`src/icmp_chk_pkg.sv`:
```
// ----------------------------------------------------------------------------
// icmp_chk_pkg
// Shared types and frame offsets for the ICMP echo request checker.
// ----------------------------------------------------------------------------
package icmp_chk_pkg;

  // Frame offsets, counted from the first byte of the Ethernet destination
  localparam int unsigned ETH_TYPE_HI_POS = 12;
  localparam int unsigned ETH_TYPE_LO_POS = 13;
  localparam int unsigned TOT_LEN_HI_POS  = 16;
  localparam int unsigned TOT_LEN_LO_POS  = 17;
  localparam int unsigned ICMP_BASE       = 34;
  localparam int unsigned ECHO_ID_HI_POS  = 38;
  localparam int unsigned ECHO_ID_LO_POS  = 39;
  localparam int unsigned ECHO_SEQ_HI_POS = 40;
  localparam int unsigned ECHO_SEQ_LO_POS = 41;
  localparam int unsigned MIN_FRAME       = 42;

  localparam logic [15:0] ETHERTYPE_IPV4    = 16'h0800;
  localparam logic [7:0]  ECHO_REQUEST_TYPE = 8'd8;
  localparam logic [15:0] IPV4_HDR_LEN      = 16'd20;
  localparam logic [15:0] CSUM_GOOD         = 16'hFFFF;

  typedef struct packed {
    logic [7:0] data_byte;
    logic       last_byte;
  } beat_t;

  typedef struct packed {
    logic        accepted;
    logic [15:0] echo_identifier;
    logic [15:0] echo_sequence;
  } verdict_t;

endpackage

```
`src/icmp_chk_ifs.sv`:
```
// ----------------------------------------------------------------------------
// icmp_chk_ifs
// Valid/ready channels for frame bytes and verdicts.
// ----------------------------------------------------------------------------
interface icmp_chk_in_if;
  logic       valid;
  logic       ready;
  logic [7:0] data_byte;
  logic       last_byte;

  modport source (output valid, output data_byte, output last_byte, input ready);
  modport sink (input valid, input data_byte, input last_byte, output ready);
endinterface

interface icmp_chk_out_if;
  logic        valid;
  logic        ready;
  logic        accepted;
  logic [15:0] echo_identifier;
  logic [15:0] echo_sequence;

  modport source (output valid, output accepted, output echo_identifier,
                  output echo_sequence, input ready);
  modport sink (input valid, input accepted, input echo_identifier,
                input echo_sequence, output ready);
endinterface

```
`src/icmp_echo_request_checker_unit.sv`:
```
// ----------------------------------------------------------------------------
// icmp_echo_request_checker_unit
// Checks an Ethernet frame, one byte per transfer, for a valid ICMP echo
// request and reports identifier and sequence on the final byte.
//
//   channel   dir   payload                                       transfer
//   frame     in    data_byte[7:0], last_byte                     valid & ready
//   verdict   out   accepted, echo_identifier[15:0], echo_sequence[15:0]  valid & ready
//
// One byte per cycle sustained while no final byte stalls; a verdict is formed
// as the final byte leaves the input register and is held in the verdict register.
// Synchronous active-high reset clears counter, header flags and checksum.
// Only a final byte can stall in the input register, and only while an earlier
// verdict is still waiting in the verdict register; meanwhile the input is not
// ready. All other bytes pass through without waiting.
// ----------------------------------------------------------------------------
module icmp_echo_request_checker_unit #(
  parameter int COUNT_BITS = 16
) (
  input  logic           clk,
  input  logic           rst,
  icmp_chk_in_if.sink    frame,
  icmp_chk_out_if.source verdict
);

  logic                   out_free;
  logic                   beat_valid;
  logic                   fire;
  logic                   res_valid;
  icmp_chk_pkg::beat_t    beat;
  icmp_chk_pkg::verdict_t res;

  icmp_chk_in_stage u_in (
    .clk        (clk),
    .rst        (rst),
    .frame      (frame),
    .out_free   (out_free),
    .beat_valid (beat_valid),
    .beat       (beat),
    .fire       (fire)
  );

  icmp_chk_frame_parser #(
    .COUNT_BITS (COUNT_BITS)
  ) u_parse (
    .clk       (clk),
    .rst       (rst),
    .fire      (fire),
    .beat      (beat),
    .res_valid (res_valid),
    .res       (res)
  );

  icmp_chk_out_stage u_out (
    .clk       (clk),
    .rst       (rst),
    .res_valid (res_valid),
    .res       (res),
    .verdict   (verdict),
    .out_free  (out_free)
  );

  a_no_overwrite: assert property (@(posedge clk) disable iff (rst)
    res_valid |-> out_free)
    else $error("verdict register overwritten before transfer");

  a_fire_valid: assert property (@(posedge clk) disable iff (rst)
    fire |-> beat_valid)
    else $error("parser advanced on an empty input register");

endmodule

```
`src/icmp_chk_in_stage.sv`:
```
// ----------------------------------------------------------------------------
// icmp_chk_in_stage
// Input register for frame bytes; holds a final byte while the verdict
// register is still occupied.
// ----------------------------------------------------------------------------
module icmp_chk_in_stage (
  input  logic                 clk,
  input  logic                 rst,
  icmp_chk_in_if.sink          frame,
  input  logic                 out_free,
  output logic                 beat_valid,
  output icmp_chk_pkg::beat_t  beat,
  output logic                 fire
);

  // a non-final byte produces no result, so it never waits on the output side
  assign fire        = beat_valid && (!beat.last_byte || out_free);
  assign frame.ready = !beat_valid || fire;

  always_ff @(posedge clk) begin
    if (rst) begin
      beat_valid <= 1'b0;
    end else if (frame.valid && frame.ready) begin
      beat_valid <= 1'b1;
    end else if (fire) begin
      beat_valid <= 1'b0;
    end
  end

  always_ff @(posedge clk) begin
    if (frame.valid && frame.ready) begin
      beat.data_byte <= frame.data_byte;
      beat.last_byte <= frame.last_byte;
    end
  end

endmodule

```
`src/icmp_chk_frame_parser.sv`:
```
// ----------------------------------------------------------------------------
// icmp_chk_frame_parser
// Per-frame state: byte counter, header tests, running checksum, and the
// verdict formed on the final byte.
// ----------------------------------------------------------------------------
module icmp_chk_frame_parser #(
  parameter int COUNT_BITS = 16
) (
  input  logic                   clk,
  input  logic                   rst,
  input  logic                   fire,
  input  icmp_chk_pkg::beat_t    beat,
  output logic                   res_valid,
  output icmp_chk_pkg::verdict_t res
);

  // wide enough for the counter and the ICMP length, plus a carry
  localparam int LW = ((COUNT_BITS > 16) ? COUNT_BITS : 16) + 1;
  localparam logic [COUNT_BITS-1:0] POS_MAX = '1;

  logic [COUNT_BITS-1:0] byte_position, byte_position_next;
  logic                  ethertype_ok, ethertype_ok_next;
  logic [7:0]            saved_high_byte, saved_high_byte_next;
  logic [15:0]           ip_total_length, ip_total_length_next;
  logic                  type_ok, type_ok_next;
  logic [15:0]           checksum_sum, checksum_sum_next;
  logic [15:0]           captured_identifier, captured_identifier_next;
  logic [15:0]           captured_sequence, captured_sequence_next;

  logic          counted;
  logic [LW-1:0] pos_ext;
  logic [LW-1:0] icmp_off;
  logic [LW-1:0] icmp_bytes;
  logic          add_en;
  logic [15:0]   word;
  logic [16:0]   sum_raw;
  logic [LW-1:0] frame_bytes;
  logic [LW-1:0] icmp_bytes_final;
  logic          ok;

  always_comb begin
    byte_position_next       = byte_position;
    ethertype_ok_next        = ethertype_ok;
    saved_high_byte_next     = saved_high_byte;
    ip_total_length_next     = ip_total_length;
    type_ok_next             = type_ok;
    captured_identifier_next = captured_identifier;
    captured_sequence_next   = captured_sequence;
    add_en                   = 1'b0;
    word                     = '0;

    counted    = byte_position != POS_MAX;
    pos_ext    = LW'(byte_position);
    icmp_off   = pos_ext - LW'(icmp_chk_pkg::ICMP_BASE);
    icmp_bytes = LW'(ip_total_length) - LW'(icmp_chk_pkg::IPV4_HDR_LEN);

    if (counted) begin
      if (pos_ext == LW'(icmp_chk_pkg::ETH_TYPE_HI_POS)) begin
        saved_high_byte_next = beat.data_byte;
      end else if (pos_ext == LW'(icmp_chk_pkg::ETH_TYPE_LO_POS)) begin
        ethertype_ok_next = {saved_high_byte, beat.data_byte} == icmp_chk_pkg::ETHERTYPE_IPV4;
      end else if (pos_ext == LW'(icmp_chk_pkg::TOT_LEN_HI_POS)) begin
        ip_total_length_next = {beat.data_byte, ip_total_length[7:0]};
      end else if (pos_ext == LW'(icmp_chk_pkg::TOT_LEN_LO_POS)) begin
        ip_total_length_next = {ip_total_length[15:8], beat.data_byte};
      end

      if (pos_ext == LW'(icmp_chk_pkg::ICMP_BASE)) begin
        type_ok_next = beat.data_byte == icmp_chk_pkg::ECHO_REQUEST_TYPE;
      end

      if (pos_ext == LW'(icmp_chk_pkg::ECHO_ID_HI_POS)) begin
        captured_identifier_next = {beat.data_byte, captured_identifier[7:0]};
      end else if (pos_ext == LW'(icmp_chk_pkg::ECHO_ID_LO_POS)) begin
        captured_identifier_next = {captured_identifier[15:8], beat.data_byte};
      end else if (pos_ext == LW'(icmp_chk_pkg::ECHO_SEQ_HI_POS)) begin
        captured_sequence_next = {beat.data_byte, captured_sequence[7:0]};
      end else if (pos_ext == LW'(icmp_chk_pkg::ECHO_SEQ_LO_POS)) begin
        captured_sequence_next = {captured_sequence[15:8], beat.data_byte};
      end

      if (pos_ext >= LW'(icmp_chk_pkg::ICMP_BASE)
          && ip_total_length >= icmp_chk_pkg::IPV4_HDR_LEN
          && icmp_off < icmp_bytes) begin
        if (!icmp_off[0]) begin
          // odd-length tail: pad the lone byte with a zero low byte
          if (icmp_off + LW'(1) == icmp_bytes) begin
            add_en = 1'b1;
            word   = {beat.data_byte, 8'h00};
          end else begin
            saved_high_byte_next = beat.data_byte;
          end
        end else begin
          add_en = 1'b1;
          word   = {saved_high_byte, beat.data_byte};
        end
      end

      byte_position_next = byte_position + COUNT_BITS'(1);
    end

    // one's complement add with end-around carry
    sum_raw           = {1'b0, checksum_sum} + {1'b0, word};
    checksum_sum_next = add_en ? (sum_raw[15:0] + 16'(sum_raw[16])) : checksum_sum;

    frame_bytes      = counted ? (pos_ext + LW'(1)) : LW'(POS_MAX);
    icmp_bytes_final = LW'(ip_total_length_next) - LW'(icmp_chk_pkg::IPV4_HDR_LEN);
    ok = frame_bytes >= LW'(icmp_chk_pkg::MIN_FRAME)
         && ethertype_ok_next && type_ok_next
         && ip_total_length_next >= icmp_chk_pkg::IPV4_HDR_LEN
         && (LW'(icmp_chk_pkg::ICMP_BASE) + icmp_bytes_final) <= frame_bytes
         && checksum_sum_next == icmp_chk_pkg::CSUM_GOOD;

    res_valid           = fire && beat.last_byte;
    res.accepted        = ok;
    res.echo_identifier = ok ? captured_identifier_next : 16'h0000;
    res.echo_sequence   = ok ? captured_sequence_next : 16'h0000;
  end

  always_ff @(posedge clk) begin
    if (rst || (fire && beat.last_byte)) begin
      byte_position       <= '0;
      ethertype_ok        <= 1'b0;
      saved_high_byte     <= '0;
      ip_total_length     <= '0;
      type_ok             <= 1'b0;
      checksum_sum        <= '0;
      captured_identifier <= '0;
      captured_sequence   <= '0;
    end else if (fire) begin
      byte_position       <= byte_position_next;
      ethertype_ok        <= ethertype_ok_next;
      saved_high_byte     <= saved_high_byte_next;
      ip_total_length     <= ip_total_length_next;
      type_ok             <= type_ok_next;
      checksum_sum        <= checksum_sum_next;
      captured_identifier <= captured_identifier_next;
      captured_sequence   <= captured_sequence_next;
    end
  end

  a_clear_after_last: assert property (@(posedge clk) disable iff (rst)
    fire && beat.last_byte |=> byte_position == '0 && checksum_sum == '0)
    else $error("frame state not cleared after final byte");

  a_count_step: assert property (@(posedge clk) disable iff (rst)
    fire && !beat.last_byte && byte_position != POS_MAX
      |=> byte_position == $past(byte_position) + COUNT_BITS'(1))
    else $error("byte counter did not advance");

  a_count_sat: assert property (@(posedge clk) disable iff (rst)
    fire && !beat.last_byte && byte_position == POS_MAX |=> byte_position == POS_MAX)
    else $error("saturated byte counter moved");

  a_accept_needs_csum: assert property (@(posedge clk) disable iff (rst)
    res_valid && res.accepted
      |-> checksum_sum_next == icmp_chk_pkg::CSUM_GOOD
          && ip_total_length_next >= icmp_chk_pkg::IPV4_HDR_LEN)
    else $error("frame accepted without a good checksum");

endmodule

```
`src/icmp_chk_out_stage.sv`:
```
// ----------------------------------------------------------------------------
// icmp_chk_out_stage
// Verdict register driving the result channel.
// ----------------------------------------------------------------------------
module icmp_chk_out_stage (
  input  logic                   clk,
  input  logic                   rst,
  input  logic                   res_valid,
  input  icmp_chk_pkg::verdict_t res,
  icmp_chk_out_if.source         verdict,
  output logic                   out_free
);

  logic                   out_valid;
  icmp_chk_pkg::verdict_t held;

  assign out_free = !out_valid || verdict.ready;

  always_ff @(posedge clk) begin
    if (rst) begin
      out_valid <= 1'b0;
    end else if (res_valid) begin
      out_valid <= 1'b1;
    end else if (verdict.ready) begin
      out_valid <= 1'b0;
    end
  end

  always_ff @(posedge clk) begin
    if (res_valid) begin
      held <= res;
    end
  end

  assign verdict.valid           = out_valid;
  assign verdict.accepted        = held.accepted;
  assign verdict.echo_identifier = held.echo_identifier;
  assign verdict.echo_sequence   = held.echo_sequence;

endmodule

```
`src/flat_wrapper.sv`:
```
// flat-port wrapper written by rule: the top's interface ports become plain ports
module icmp_echo_request_checker_unit_flat 
#(
  parameter int COUNT_BITS = 16
)
  (clk, rst, frame_valid, frame_data_byte, frame_last_byte, frame_ready, verdict_valid, verdict_accepted, verdict_echo_identifier, verdict_echo_sequence, verdict_ready);
  icmp_chk_in_if frame_i ();
  icmp_chk_out_if verdict_i ();
  input  logic clk;
  input  logic rst;
  input wire logic [$bits(frame_i.valid)-1:0] frame_valid;
  input wire logic [$bits(frame_i.data_byte)-1:0] frame_data_byte;
  input wire logic [$bits(frame_i.last_byte)-1:0] frame_last_byte;
  output wire logic [$bits(frame_i.ready)-1:0] frame_ready;
  output wire logic [$bits(verdict_i.valid)-1:0] verdict_valid;
  output wire logic [$bits(verdict_i.accepted)-1:0] verdict_accepted;
  output wire logic [$bits(verdict_i.echo_identifier)-1:0] verdict_echo_identifier;
  output wire logic [$bits(verdict_i.echo_sequence)-1:0] verdict_echo_sequence;
  input wire logic [$bits(verdict_i.ready)-1:0] verdict_ready;
  assign frame_i.valid = frame_valid;
  assign frame_i.data_byte = frame_data_byte;
  assign frame_i.last_byte = frame_last_byte;
  assign frame_ready = frame_i.ready;
  assign verdict_valid = verdict_i.valid;
  assign verdict_accepted = verdict_i.accepted;
  assign verdict_echo_identifier = verdict_i.echo_identifier;
  assign verdict_echo_sequence = verdict_i.echo_sequence;
  assign verdict_i.ready = verdict_ready;
  icmp_echo_request_checker_unit #(.COUNT_BITS(COUNT_BITS)) u_core (.clk(clk), .rst(rst), .frame(frame_i), .verdict(verdict_i));
endmodule
```
`config.mk`:
```
export PLATFORM = sky130hd
export DESIGN_NAME = icmp_echo_request_checker_unit_flat
export DESIGN_NICKNAME = d
export VERILOG_FILES = /design/src/icmp_chk_pkg.sv /design/src/icmp_chk_ifs.sv /design/src/icmp_echo_request_checker_unit.sv /design/src/icmp_chk_in_stage.sv /design/src/icmp_chk_frame_parser.sv /design/src/icmp_chk_out_stage.sv /design/src/flat_wrapper.sv
export SDC_FILE = /design/constraint.sdc
export NUM_CORES = 1
export LEC_CHECK = 0
export BUFFER_PORTS_ARGS = -buffer_cell sky130_fd_sc_hd__buf_4
export CORE_UTILIZATION = 37
export CTS_CLUSTER_DIAMETER = 150
export DETAILED_ROUTE_END_ITERATION = 6
export PLACE_DENSITY_LB_ADDON = 0.3
export REMOVE_ABC_BUFFERS = 1
export SLEW_MARGIN = 20
export SYNTH_ARGS = -nofsm -noshare
export SYNTH_HDL_FRONTEND = slang
export SYNTH_SLANG_ARGS = --single-unit
```
`constraint.sdc`:
```
create_clock -name clk -period 20.3 [get_ports clk]
set_input_delay 1.015 -clock clk [delete_from_list [all_inputs] [get_ports clk]]
set_output_delay 1.015 -clock clk [all_outputs]
set_load 0.05 [all_outputs]
```
=== Yosys cells after proc, flatten, opt, wreduce, memory -nomap -nowiden ===
Index checks and enable logic that the tools add are counted.

* Register bits after elaboration: 134
* Output and inout bits: 35
* Logic and storage cells: 100

* Add/sub/neg operators: 9
* Order comparisons: 6
* Equal/unequal tests: 14
* Multiplexer cells: 36
* Reductions and logical operators: 20

{| class="wikitable"
|+ Operators with widths
! operator !! number
|-
| 16-bit 2-to-1 mux || 15
|-
| 16-bit by 6-bit == test with 1-bit output, second input constant || 5
|-
| 8-bit 2-to-1 mux || 7
|-
| 16-bit by 5-bit subtractor with 17-bit output, second input constant || 2
|-
| 16-bit by 4-bit == test with 1-bit output, second input constant || 2
|-
| 16-bit by 5-bit == test with 1-bit output, second input constant || 2
|-
| 16-bit by 5-bit >= comparator with 1-bit output, second input constant || 2
|-
| 16-bit by 1-bit adder with 17-bit output, second input constant || 1
|-
| 16-bit by 16-bit adder with 17-bit output || 1
|-
| 17-bit by 1-bit adder with 17-bit output, second input constant || 1
|-
| 6-bit by 17-bit adder with 17-bit output, first input constant || 1
|-
| 17-bit == test || 1
|-
| 17-bit by 6-bit >= comparator with 1-bit output, second input constant || 1
|-
| 17-bit <= comparator || 1
|-
| 17-bit less-than comparator || 1
|-
| 17-bit 2-to-1 mux || 1
|-
| 16-bit by 6-bit subtractor with 17-bit output, second input constant || 1
|-
| 16-bit by 1-bit adder with 16-bit output || 1
|-
| 16-bit by 1-bit adder with 16-bit output, second input constant || 1
|-
| 16-bit by 12-bit == test with 1-bit output, second input constant || 1
|-
| 16-bit == test, second input constant || 1
|-
| 16-bit by 6-bit >= comparator with 1-bit output, second input constant || 1
|-
| 16-bit != test, second input constant || 1
|-
| 1-bit 2-to-1 mux || 13
|-
| other kinds (6) || 21
|}

=== Logic depth before layout (Yosys ltp) ===
* Depth in word-level cells: 12
* Mapped depth: 38

=== Hierarchy ===
From an unflattened synthesis, not the netlist that was laid out.

* Cell total of the unflattened synthesis: 1282
* Area, all modules: 10412.5 um2

{| class="wikitable"
|+ Modules (own cells, without submodules)
! module !! times used !! cells each !! area an instance (um2) !! sequential area each (um2)
|-
| icmp_chk_frame_parser || 1 || 1229 || 9032.4 || 1801.7
|-
| icmp_chk_out_stage || 1 || 37 || 1037.2 || 1011.0
|-
| icmp_chk_in_stage || 1 || 16 || 342.8 || 290.3
|}

=== Worst setup path after synthesis ===
No wires, ideal clock.

* Kind: register -> register
* From: register u_core.u_parse.byte_position[2]
* To: register u_core.u_out.held (netlist bit u_core.u_out.verdict.echo_sequence[12]), data pin
* Library setup time: 140 ps
* Data arrival time: 7021 ps
* Data required time: 20160 ps
* Path slack: 13138 ps
* Cell stages (with the launch flop): 37
* Cells stage by stage: dfxtp_1 -> clkbuf_1 -> inv_1 -> ha_1 -> or3b_1 -> buf_2 -> nand2_1 -> nand4_1 -> xnor2_1 -> ha_1 -> nor2b_1 -> o21ai_0 -> o41ai_1 -> or3_1 -> nor3_1 -> and2_1 -> ha_1 -> inv_1 -> fa_1 -> nor2b_1 -> o31a_1 -> o31a_1 -> o21ai_0 -> a31oi_1 -> o21ai_0 -> nand2b_1 -> ha_1 -> and3_1 -> and3_1 -> nand2_1 -> xor2_1 -> nor4_1 -> nand4_1 -> nor4_1 -> a32oi_4 -> buf_6 -> a21oi_2

* Longest elaborated chain between the ends: 12
* Elaborated cells between the ends (all ways): 54

{| class="wikitable"
|+ Ends and longest elaborated chain
! what !! line !! text
|-
| start, declared || icmp_chk_frame_parser.sv:21 || <nowiki>logic [COUNT_BITS-1:0] byte_position, byte_position_next;</nowiki>
|-
| start signal, assigned || icmp_chk_frame_parser.sv:131 || <nowiki>byte_position <= byte_position_next;</nowiki>
|-
| 16-bit by 6-bit subtractor with 17-bit output || icmp_chk_frame_parser.sv:54 || <nowiki>icmp_off = pos_ext - LW'(icmp_chk_pkg::ICMP_BASE);</nowiki>
|-
| 17-bit by 1-bit adder with 17-bit output || icmp_chk_frame_parser.sv:87 || <nowiki>if (icmp_off + LW'(1) == icmp_bytes) begin</nowiki>
|-
| 17-bit == test || icmp_chk_frame_parser.sv:87 ||
|-
| 16-bit 2-to-1 mux || icmp_chk_frame_parser.sv:87 ||
|-
| 16-bit 2-to-1 mux || icmp_chk_frame_parser.sv:85 || <nowiki>if (!icmp_off[0]) begin</nowiki>
|-
| 16-bit 2-to-1 mux || icmp_chk_frame_parser.sv:82 || <nowiki>if (pos_ext >= LW'(icmp_chk_pkg::ICMP_BASE)</nowiki>
|-
| 16-bit 2-to-1 mux || icmp_chk_frame_parser.sv:57 || <nowiki>if (counted) begin</nowiki>
|-
| 16-bit by 16-bit adder with 17-bit output || icmp_chk_frame_parser.sv:103 || <nowiki>sum_raw = {1'b0, checksum_sum} + {1'b0, word};</nowiki>
|-
| 16-bit by 1-bit adder with 16-bit output || icmp_chk_frame_parser.sv:104 || <nowiki>checksum_sum_next = add_en ? (sum_raw[15:0] + 16'(sum_raw[16])) : checksum_sum;</nowiki>
|-
| 16-bit 2-to-1 mux || icmp_chk_frame_parser.sv:104 ||
|-
| 16-bit == test || icmp_chk_frame_parser.sv:112 || <nowiki>&& checksum_sum_next == icmp_chk_pkg::CSUM_GOOD;</nowiki>
|-
| 1-bit logical AND || icmp_chk_frame_parser.sv:112 ||
|-
| end signal, assigned || icmp_chk_out_stage.sv:31 || <nowiki>held <= res;</nowiki>
|-
| end, declared || icmp_chk_out_stage.sv:15 || <nowiki>icmp_chk_pkg::verdict_t held;</nowiki>
|}

Parallel ways exist; a longest one is shown, timed or not.
A chain may end at the register's enable or synchronous reset.

=== Final worst setup path ===
* From: register u_core.u_parse.byte_position[2]
* To: register u_core.u_out.held (netlist bit u_core.u_out.verdict.echo_identifier[9]), data pin

Same word-level chain as after synthesis.

==> impl_metrics.yaml <==
run_status:
  status: "finished clean"
final_layout:
  diodes: 0
  final-seq-area_sq_um: 3100
  fill_cells: 2703
  area_growth_syn_to_layout_pct: 11.1
  final_nets: 1344
  multi_input_area_sq_um: 6650
  drive_gt1_share_pct: 12.5
cts:
  numCtsBuffers: 17
  cts_resized: 0
  postCtsSetupBuffers: 0
  cts.sinks: 134
  clock_path_buffers: 2
  clk_pin_slew_worst_paths_ns: 0.07
  insertion_delay_ns: 0.43
  cts-root-buf: "clkbuf_16"
  ctsHoldBuffers: 0
  cts_tree: "built"
  cts_max_level: 4
timing:
  final.setup.tns_ns: 0
  clock_skew_ns: 0.0106
  max_freq_ghz: 0.114
  relSlewSlack_pct: 24.4
  period_minus_slack_ns: 8.80
  period_share_pct: 43.3
  slew_viol_final: 0
  hold_viol: 0
  worst_pin_slew_ns: 1.12
  finalSetupViolations: 0
  grt_setup_unrepaired: "no"
synth:
  ys_types: 76
  synth_edf_count: 42
  synthTopCellsByArea: "dfxtp_1, edfxtp_1, ha_1"
  synth-seq-area-share_pct: 30.3
  synth_top_area_share_pct: 18.0
  syn_inst: 1281
  synth_seq_cells: 134
  synth_area_sq_um: 10200
  synth_top_area_cell: "dfxtp_1"
  ys.flop_type: "dfxtp_1"
  yosysWarnings: 0
  synth_area_per_cell_sq_um: 7.99
  async_flop_share_pct: 0
grt:
  grt_pass1_vias: 8597
  grt.met2_usage_pct: 33.0
  gr-usage-met3_pct: 2.99
  grt_usage_pct: 20.7
  grt.met1_usage_pct: 28.7
  grt_start_max_net_pins: 78
  gr-total-overflow: 0
  antenna_found_initial: 0
  grt_pass1_wl_um: 46600
  grt-busiest-layer: "met2"
floorplanning:
  dieArea_sq_um: 28300
  design.core.area_sq_um: 27000
  rows: 60
  io_pins: 48
  die_x_um: 168
  initial_core_util_pct: 37.9
  die_h_um: 168
setup_path:
  worstRegToRegCells: 34
  path_buf_inv: 3
  crit_family: "simple AND/OR/NAND/NOR gates"
  worstSetupPathType: "reg -> reg"
  critPathLaunchType: "flip-flop"
  crit_path_frequent_cell: "ha_1"
  worstPathMaxFanout: 33
  arrival_ns: 9.07
  crit_cells: 34
  cp-end-kind: "flip-flop"
  worstPathRequired_ns: 20.57
  critPathSlowestCell: "nor3_1"
  max_stage_delay_ns: 0.87
hold_path:
  hold_depth: 2
  hp-class: "reg -> reg"
power:
  leakage_nw: 4.17
  vdd.ir_drop.worst_uv: 51.9
  powerDensity_nw_per_um2: 58.7
  finalPower_mw: 0.668
detailed_routing:
  wirelength_um: 28900
  detail_route.wl_per_cell_um: 17.8
  drt_iter0_markers: 784
  drcViolationCount: 0
  drt_pass1_iterations: 5
  viasPerCell: 5.70
  num_vias: 9260
  ant_nets: 0
placement:
  place.port_buffers: 47
  place_hpwl_um: 20600
  gp_congestion: 0.926
job:
  cap_violations: 0
cells in the final DEF (no fill, tap or decap), types with 9 or more instances in the layout:
cell type	instances
nand2_1	192
a21oi_1	92
dfxtp_1	92
nor2_1	89
nand3_1	80
buf_4	61
ha_1	60
xnor2_1	59
xor2_1	42
edfxtp_1	42
o21ai_0	41
mux2i_1	38
nor3_1	30
inv_1	25
nand4_1	24
nor2_2	18
or3_1	17
clkbuf_16	17
nor4_1	14
and2_1	14
a21o_1	13
a21oi_2	13
and3_1	12
a31oi_1	11
nand2b_1	11
or2_2	10
a211oi_1	10
a22oi_1	10
o31ai_2	9
area by class of cell:
cell class,instances,share of cell area [%]
flip-flops and latches,134,27.3
inverters,28,0.924
clock buffers,17,3.74
repair buffers,61,4.03
multi-input cells,1028,58.4
well taps,341,3.75
clock inverters,15,1.83
stage by stage:
step	area [sq um]	hold slack [ns]	instances	utilization [%]	worst slack [ns]
floorplan	9850	0.431	1190	-	12.74
global placement	10700	0.438	1592	39.7	11.93
detailed placement	10700	0.443	1592	39.7	11.66
CTS	11400	0.453	1624	42.1	11.60
global route	11400	0.468	1624	42.1	10.72
finish	11400	0.452	1624	42.1	11.50
state kept, by name, summed over array words and instances, names as in the netlist, 8 cells and up:
register                              cells
u_core.u_parse.captured_sequence         16
u_core.u_parse.ip_total_length           16
u_core.u_parse.captured_identifier       16
u_core.u_out.verdict.echo_sequence       16
u_core.u_parse.saved_high_byte            8
u_core.u_in.beat                          9
u_core.u_parse.checksum_sum              16
u_core.u_parse.byte_position             16
u_core.u_out.verdict.echo_identifier     16
synthesized netlist by cell type, types with 6 or more instances:
master	count
nand2b_1	11
nor2b_1	8
dfxtp_1	92
o211ai_1	6
buf_2	12
and4_1	8
or4_1	8
edfxtp_1	42
nor4_1	15
nand4_1	24
o21ai_1	6
mux2i_1	38
a21oi_2	13
nor2_1	90
clkbuf_1	71
nor3_1	30
o31ai_1	7
nand2_1	192
a211oi_1	10
xnor2_1	59
a211o_1	6
or2_2	10
a22oi_1	10
o21a_1	8
a21oi_1	92
and3_1	12
a31oi_1	11
a21o_1	13
o21ai_0	41
inv_1	25
ha_1	60
or3_1	17
and2_1	14
o31ai_2	9
nor2_2	17
xor2_1	42
nand3_1	80
per-layer routing:
layer | vias to the layer above | routed length (um)
met5 | - | 0
met4 | 0 | 650
met3 | 47 | 1720
met2 | 287 | 13200
met1 | 4353 | 13400
li1 | 4573 | -
final timing paths:
check / endpoint / startpoint / slack [ns]
min: u_core.u_parse.captured_sequence[2] / u_core.u_parse.captured_sequence[2] / 0.45
max reg2reg: u_core.u_out.verdict.echo_identifier[9] / u_core.u_parse.byte_position[2] / 11.50
max: u_core.u_out.verdict.echo_identifier[9] / u_core.u_parse.byte_position[2] / 11.50
min reg2reg: u_core.u_parse.captured_sequence[2] / u_core.u_parse.captured_sequence[2] / 0.45
tightest hold or removal path: cells and delay by family (launching register included):
family / cells / cell delay, ns
AOI/OAI and AO/OA: 1 / 0.05
DFF: 1 / 0.31
and+or+nand+nor: 1 / 0.05
power by group:
group	total [mW]	switching, mW	leakage (nW)	internal, mW
combinational	0.0523	0.0346	2.66	0.0177
sequential	0.282	0.00364	1.20	0.278
clock	0.334	0.145	0.307	0.190
kinds of logic (layout without fill, tap and decap cells):
logic type	Yosys count	count (layout)	share of synthesized area, %
and+or+nand+nor	553	553	26.3
AOI/OAI and AO/OA	271	271	18.0
DFF	134	134	30.3
buffers and inverters	119	121	4.88
xor gates and xnor gates	103	103	9.07
adders and majority gates	61	61	7.53
muxes	40	40	3.93
No activity file was read; power rests on OpenSTA's default activity.
